[src/rtl/cdq_pkg.sv]
// Shared types and constants for the circular double-ended queue.
`timescale 1ns / 1ps
`default_nettype none

package cdq_pkg;

  localparam int unsigned DEPTH = 64;
  localparam int unsigned IDX_W = $clog2(DEPTH);
  localparam int unsigned CAP_W = 7;
  localparam int unsigned DATA_W = 32;
  localparam logic [CAP_W-1:0] CAP_RESET = CAP_W'(DEPTH);

  typedef enum logic [1:0] {
    OP_PUSH_REAR  = 2'd0,
    OP_PUSH_FRONT = 2'd1,
    OP_POP_FRONT  = 2'd2,
    OP_POP_REAR   = 2'd3
  } op_e;

  typedef enum logic [1:0] {
    ST_OK    = 2'd0,
    ST_FULL  = 2'd1,
    ST_EMPTY = 2'd2
  } status_e;

  typedef enum logic [0:0] {
    S_IDLE = 1'b0,
    S_RESP = 1'b1
  } ctrl_state_e;

  typedef struct packed {
    logic exec;
  } ctrl_cmd_t;

endpackage

`default_nettype wire

[src/rtl/cdq_ctrl.sv]
// Request sequencer: accepts one request, then holds its response until taken.
`timescale 1ns / 1ps
`default_nettype none

module cdq_ctrl (
  input  wire logic             clk_i,
  input  wire logic             rst_ni,
  input  wire logic             in_valid_i,
  output logic                  in_ready_o,
  output logic                  out_valid_o,
  input  wire logic             out_ready_i,
  output cdq_pkg::ctrl_cmd_t    cmd_o
);

  cdq_pkg::ctrl_state_e state_q, state_d;

  always_ff @(posedge clk_i or negedge rst_ni) begin
    if (!rst_ni) begin
      state_q <= cdq_pkg::S_IDLE;
    end else begin
      state_q <= state_d;
    end
  end

  always_comb begin
    state_d     = state_q;
    in_ready_o  = 1'b0;
    out_valid_o = 1'b0;
    cmd_o.exec  = 1'b0;
    unique case (state_q)
      cdq_pkg::S_IDLE: begin
        in_ready_o = 1'b1;
        if (in_valid_i) begin
          cmd_o.exec = 1'b1;
          state_d    = cdq_pkg::S_RESP;
        end
      end
      cdq_pkg::S_RESP: begin
        out_valid_o = 1'b1;
        if (out_ready_i) begin
          state_d = cdq_pkg::S_IDLE;
        end
      end
      default: state_d = cdq_pkg::S_IDLE;
    endcase
  end

endmodule

`default_nettype wire

[src/rtl/cdq_datapath.sv]
// Queue pointers, slot store and response registers.
`timescale 1ns / 1ps
`default_nettype none

module cdq_datapath (
  input  wire logic                          clk_i,
  input  wire logic                          rst_ni,
  input  wire cdq_pkg::ctrl_cmd_t            cmd_i,
  input  wire logic [1:0]                    operation_i,
  input  wire logic [cdq_pkg::DATA_W-1:0]    push_value_i,
  input  wire logic                          cfg_we_i,
  input  wire logic [cdq_pkg::CAP_W-1:0]     cfg_data_i,
  output logic      [1:0]                    status_o,
  output logic      [cdq_pkg::DATA_W-1:0]    popped_value_o
);

  logic [cdq_pkg::DATA_W-1:0] mem [cdq_pkg::DEPTH];

  logic [cdq_pkg::IDX_W-1:0] head_q, head_d;
  logic [cdq_pkg::IDX_W-1:0] tail_q, tail_d;
  logic                      empty_q, empty_d;
  logic [cdq_pkg::CAP_W-1:0] cap_q;
  cdq_pkg::status_e          status_q, status_d;
  logic                      pop_ok_q, pop_ok_d;
  logic [cdq_pkg::DATA_W-1:0] rd_data_q;

  logic [cdq_pkg::IDX_W-1:0] last;
  logic                      full;
  logic                      mem_we;
  logic [cdq_pkg::IDX_W-1:0] mem_waddr;
  logic [cdq_pkg::IDX_W-1:0] mem_raddr;
  cdq_pkg::op_e              op;

  assign op = cdq_pkg::op_e'(operation_i);

  // Capacity in force: zero acts as one, values above the store depth clamp.
  always_comb begin
    priority if (cap_q == '0) begin
      last = '0;
    end else if (cap_q > cdq_pkg::CAP_W'(cdq_pkg::DEPTH)) begin
      last = cdq_pkg::IDX_W'(cdq_pkg::DEPTH - 1);
    end else begin
      last = cdq_pkg::IDX_W'(cap_q - cdq_pkg::CAP_W'(1));
    end
  end

  assign full = (head_q == '0 && tail_q == last) ||
                ({1'b0, head_q} == ({1'b0, tail_q} + (cdq_pkg::IDX_W + 1)'(1)));

  always_comb begin
    head_d    = head_q;
    tail_d    = tail_q;
    empty_d   = empty_q;
    status_d  = status_q;
    pop_ok_d  = pop_ok_q;
    mem_we    = 1'b0;
    mem_waddr = '0;
    mem_raddr = head_q;
    if (cfg_we_i) begin
      head_d  = '0;
      tail_d  = '0;
      empty_d = 1'b1;
    end else if (cmd_i.exec) begin
      status_d = cdq_pkg::ST_OK;
      pop_ok_d = 1'b0;
      unique case (op)
        cdq_pkg::OP_PUSH_REAR, cdq_pkg::OP_PUSH_FRONT: begin
          if (empty_q) begin
            head_d  = '0;
            tail_d  = '0;
            empty_d = 1'b0;
            mem_we  = 1'b1;
          end else if (full) begin
            status_d = cdq_pkg::ST_FULL;
          end else if (op == cdq_pkg::OP_PUSH_REAR) begin
            tail_d    = (tail_q == last) ? '0 : tail_q + cdq_pkg::IDX_W'(1);
            mem_we    = 1'b1;
            mem_waddr = tail_d;
          end else begin
            head_d    = (head_q == '0) ? last : head_q - cdq_pkg::IDX_W'(1);
            mem_we    = 1'b1;
            mem_waddr = head_d;
          end
        end
        cdq_pkg::OP_POP_FRONT, cdq_pkg::OP_POP_REAR: begin
          if (empty_q) begin
            status_d = cdq_pkg::ST_EMPTY;
          end else begin
            pop_ok_d = 1'b1;
            if (op == cdq_pkg::OP_POP_REAR) begin
              mem_raddr = tail_q;
            end
            if (head_q == tail_q) begin
              head_d  = '0;
              tail_d  = '0;
              empty_d = 1'b1;
            end else if (op == cdq_pkg::OP_POP_FRONT) begin
              head_d = (head_q == last) ? '0 : head_q + cdq_pkg::IDX_W'(1);
            end else begin
              tail_d = (tail_q == '0) ? last : tail_q - cdq_pkg::IDX_W'(1);
            end
          end
        end
        default: status_d = cdq_pkg::ST_OK;
      endcase
    end
  end

  always_ff @(posedge clk_i or negedge rst_ni) begin
    if (!rst_ni) begin
      head_q   <= '0;
      tail_q   <= '0;
      empty_q  <= 1'b1;
      cap_q    <= cdq_pkg::CAP_RESET;
      status_q <= cdq_pkg::ST_OK;
      pop_ok_q <= 1'b0;
    end else begin
      head_q   <= head_d;
      tail_q   <= tail_d;
      empty_q  <= empty_d;
      status_q <= status_d;
      pop_ok_q <= pop_ok_d;
      if (cfg_we_i) begin
        cap_q <= cfg_data_i;
      end
    end
  end

  always_ff @(posedge clk_i) begin
    if (mem_we) begin
      mem[mem_waddr] <= push_value_i;
    end
    if (cmd_i.exec) begin
      rd_data_q <= mem[mem_raddr];
    end
  end

  assign status_o       = status_q;
  assign popped_value_o = pop_ok_q ? rd_data_q : '0;

endmodule

`default_nettype wire

[src/rtl/circular_deque_top.sv]
// Top level of the circular double-ended queue.
//
// Requests arrive on a valid/ready channel carrying an operation code
// (push rear, push front, pop front, pop rear) and a 32-bit push value.
// Every request produces exactly one response on a second valid/ready
// channel with a status (ok, full, empty) and the popped word, which is
// zero for pushes and refused pops.
// A request is executed in the cycle it is accepted; its response is
// valid in the following cycle. The block handles one request at a time:
// it accepts a request and hands over its response before it accepts
// the next, set by the accept/respond sequencer and the registered read
// port of the slot store.
// While the receiver stalls, the response is held and no new request is
// accepted.
// Reset empties the queue and sets the capacity to 64. Writing the
// capacity register also empties the queue; it takes effect at once.
`timescale 1ns / 1ps
`default_nettype none

module circular_deque_top (
  input  wire logic                       clk_i,
  input  wire logic                       rst_ni,
  input  wire logic                       in_valid_i,
  output logic                            in_ready_o,
  input  wire logic [1:0]                 operation_i,
  input  wire logic [cdq_pkg::DATA_W-1:0] push_value_i,
  output logic                            out_valid_o,
  input  wire logic                       out_ready_i,
  output logic      [1:0]                 status_o,
  output logic      [cdq_pkg::DATA_W-1:0] popped_value_o,
  input  wire logic                       cfg_we_i,
  input  wire logic [cdq_pkg::CAP_W-1:0]  cfg_data_i
);

  cdq_pkg::ctrl_cmd_t cmd;

  cdq_ctrl u_ctrl (
    .clk_i       (clk_i),
    .rst_ni      (rst_ni),
    .in_valid_i  (in_valid_i),
    .in_ready_o  (in_ready_o),
    .out_valid_o (out_valid_o),
    .out_ready_i (out_ready_i),
    .cmd_o       (cmd)
  );

  cdq_datapath u_datapath (
    .clk_i          (clk_i),
    .rst_ni         (rst_ni),
    .cmd_i          (cmd),
    .operation_i    (operation_i),
    .push_value_i   (push_value_i),
    .cfg_we_i       (cfg_we_i),
    .cfg_data_i     (cfg_data_i),
    .status_o       (status_o),
    .popped_value_o (popped_value_o)
  );

endmodule

`default_nettype wire
[config.mk]
export PLATFORM = sky130hd
export DESIGN_NAME = circular_deque_top
export DESIGN_NICKNAME = d
export VERILOG_FILES = /design/src/rtl/cdq_pkg.sv /design/src/rtl/cdq_ctrl.sv /design/src/rtl/cdq_datapath.sv /design/src/rtl/circular_deque_top.sv
export SDC_FILE = /design/constraint.sdc
export NUM_CORES = 2
export LEC_CHECK = 0
export BUFFER_PORTS_ARGS = -buffer_cell sky130_fd_sc_hd__buf_2
export CORE_ASPECT_RATIO = 0.9
export CORE_MARGIN = 2
export CORE_UTILIZATION = 50
export CTS_BUF_LIST = sky130_fd_sc_hd__clkbuf_8
export CTS_CLUSTER_SIZE = 30
export DETAILED_ROUTE_END_ITERATION = 6
export GPL_TIMING_DRIVEN = 1
export PLACE_DENSITY = 0.63
export SLEW_MARGIN = 20
export SYNTH_ARGS = -nofsm -noshare
export SYNTH_HDL_FRONTEND = slang
export SYNTH_SLANG_ARGS = --single-unit
[constraint.sdc]
create_clock -name clk_i -period 7.1 [get_ports clk_i]
set_clock_uncertainty 0.2 [all_clocks]
set_input_delay 0.355 -clock clk_i [delete_from_list [all_inputs] [get_ports clk_i]]
set_output_delay 0.355 -clock clk_i [all_outputs]
set_load 0.02 [all_outputs]
==> flow_summary.yaml <==
final_layout:
  drive_gt1_frac: 0.1163
  area_growth_pct: 12.81
  final_cell_count_no_fill: 8911
  design_area_mm2: 0.09519
  nNetsFinal: 6485
critical_path:
  r2r_end: "u_datapath.mem[14][24]"
  required_ns: 7.52
  cp.arrival_ns: 6.01
  cp-startpoint: "u_datapath.cap_q[0]"
  cpMaxStageDelayCell: "nor2_4"
  max_stage_delay_ns: 1.13
  crit_end: "u_datapath.mem[14][24]"
  timing.rr.start: "u_datapath.cap_q[0]"
  crit_fanout: 32
  rr_worst_depth: 11
  r2r_slack_ns: 1.50
  cp-start-kind: "flip-flop"
  critPathKind: "flip-flop to flip-flop"
  endpoint_kind: "flip-flop"
  cpMostUsedCell: "nand3_2"
  crit_chain: "inv_1, ha_1, nor3b_2, nand2_1, maj3_1, xnor2_1, a211o_2, or2_1, nand3_2, nand3_2, nor2_4"
timing:
  finalMaxSlewViolations: 0
  fin_setup_tns_ns: 0
  tightest_slew_ns: 1.164
  rsz0062_at_grt: "false"
  hold_viol_final: 0
  min_period_ns: 5.595
  relSlewSlack: 0.2241
  post-route-period-util: 0.7881
  setup_ws_ns: 1.505
  setup_viol: 0
  clock.fmax_ghz: 0.1787
placed_design:
  dpl-instance-area_mm2: 0.08849
  dp.cells: 8255
  gp_congestion: 0.9144
  port_buffers: 81
  hpwl_um: 140800
  pre_cts_ws_ns: 1.258
pwr:
  vdd_drop_max_mv: 0.2988
  power.density_mw_per_mm2: 341.1
  total_power_mw: 32.47
  p_leak_nw: 32.55
synthesis:
  synth-seq-cells: 2104
  seq_area_frac_synth: 0.7474
  synth_nets: 6249
  synth-async-reset-ratio: 0.01141
  yosys.cell_types.count: 88
  syn_area_mm2: 0.08438
  netlist_instances: 6196
  synth_top_cell_by_area: "edfxtp_1"
  ys_warn_count: 0
  synth.most_common_cell: "edfxtp_1"
  synthTopCellsByCount: "2080 x edfxtp_1, 1632 x nand2_1, 656 x nand3_1"
  synth_top_area_share: 0.7402
  syn_area_per_cell_um2: 13.62
  yosys-top-cells-area: "edfxtp_1 74%, nand2_1 7.3%, nand3_1 3.9%"
  synthFlopType: "edfxtp_1"
  synth_edf_count: 2080
die:
  die_h_um: 393.7
  start_util: 0.5017
  design.die.area_mm2: 0.1721
  num_rows: 143
  ios: 82
  coreArea_mm2: 0.1682
  die_width_um: 437.0
clock_tree:
  cts_sinks: 2104
  cts_root_buffer: "clkbuf_8"
  numCtsBuffers: 339
  post_cts_buffers: 0
  post_cts_resize_count: 0
  clkTransAtPathRegs_ns: 0.07
  clock_path_buffers: 4
  postCtsHoldBufs: 73
  h-tree-depth: 5
  cts_tree: "done"
  insertion_delay_ns: 1.05
global_route:
  grt_pass1_vias: 51600
  grt.busiest_layer: "met1"
  gr-usage-all-layers: 0.2891
  use_met3: 0.06478
  met1_usage: 0.4290
  gr-total-overflow: 0
  grt_max_degree: 145
  antenna_found_initial: 20
  grt_pass1_wl_um: 362900
  grt_util_met2: 0.4197
worst_hold_path:
  hp-start: "push_value_i[4]"
  min-delay-path-class: "input port to flip-flop"
route:
  routedWlPerCell_um: 28.38
  postRouteWirelength_um: 252900
  drt_first_pass_iters: 7
  drtIter0Drc: 7865
  vias: 54960
  viasPerCell: 6.167
  remaining_drc_errors: 0
  drtAntennaViolNets: 0
run:
  maxCapViolations: 0
outcome:
  status: "completed"
-- registers in the layout, summed over array words and instances (netlist names) --
register	cells
u_ctrl.state_q	1
u_datapath.cap_q	7
u_datapath.empty_q	1
u_datapath.head_q	6
u_datapath.mem	2048
u_datapath.pop_ok_q	1
u_datapath.rd_data_q	32
u_datapath.status_o	2
u_datapath.tail_q	6
-- area by class of cell --
type | count | area (um2)
Antenna cell | 16 | 40.04
Clock buffer | 346 | 4762
Clock inverter | 211 | 924.6
Fill cell | 13470 | 73000
Inverter | 19 | 73.82
Multi-Input combinational cell | 3638 | 20100
Sequential cell | 2104 | 63060
Tap cell | 2247 | 2811
Timing Repair Buffer | 330 | 3413
-- kinds of logic (layout without fill, tap and decap cells) --
family	after synthesis	count (layout)	share of synthesized area
other	0	16	0
XOR/XNOR	29	29	0.003010
flip-flops	2104	2104	0.7474
multiplexers	169	169	0.02014
AO/OA/AOI/OAI	793	793	0.06959
adder cells (fa/ha/maj)	8	8	0.001157
AND/OR/NAND/NOR	2639	2639	0.1364
buffers and inverters	454	906	0.02232
-- per-layer routing --
metal	wire length [um]	vias up
li1	-	23820
met1	103400	27510
met2	111800	3159
met3	29010	459
met4	8634	10
met5	78	-
-- power breakdown --
part	leakage (nW)	switching, mW	internal, mW	total (mW)
clock network	3.30	4.63	4.58	9.21
registers	19.0	0.206	13.8	14.0
logic	10.2	6.61	2.65	9.26
total	32.5	11.4	21.0	32.5
-- through the flow --
| step | hold WS [ns] | utilization |
|---|---|---|
| floorplan | -0.1406 | - |
| finish | 0.05593 | 0.5660 |
| global placement | 0.1873 | 0.5224 |
| CTS | 0.01013 | 0.5643 |
| detailed placement | 0.2017 | 0.5261 |
| global route | 0.02394 | 0.5658 |
-- worst max-delay path, delay by kind of cell (launching register included) --
| family | cells | cell delay [ns] |
|---|---|---|
| AOI/OAI and AO/OA | 1 | 0.38 |
| xor gates and xnor gates | 1 | 0.18 |
| adders and majority gates | 2 | 0.77 |
| buffers and inverters | 1 | 0.18 |
| DFF | 1 | 0.47 |
| and+or+nand+nor | 6 | 2.97 |
-- worst min-delay path by stage --
stage	end	slack, ns	depth (start not counted)
global route	u_datapath.mem[60][4]	0.02	2
floorplan	u_ctrl.state_q	-0.14	0
detailed placement	u_datapath.cap_q[4]	0.20	1
global placement	u_datapath.cap_q[4]	0.19	1
CTS	u_datapath.mem[60][4]	0.01	2
finish	u_datapath.mem[60][4]	0.06	2
-- cells in the final DEF (no fill, tap or decap), types with 12 or more instances in the layout --
master,n
buf_16,24
a31oi_1,194
nor2_4,67
a32oi_1,116
edfxtp_1,2080
buf_12,37
nand2_1,1630
nor3_1,12
a22oi_1,14
buf_2,75
a311o_1,17
a311oi_1,116
dfrtp_1,21
a211oi_1,86
nand4_1,23
and3_1,104
clkbuf_8,346
dlygate4sd3_1,72
xor2_1,12
clkinv_2,24
a222oi_1,15
buf_4,122
diode_2,16
inv_1,122
xnor2_1,17
a21oi_1,120
o21ai_0,38
mux2i_1,161
and2_1,35
nor2_1,32
clkinv_1,74
nand3_1,655
or3_1,17
No activity file was read; power rests on OpenSTA's default activity.
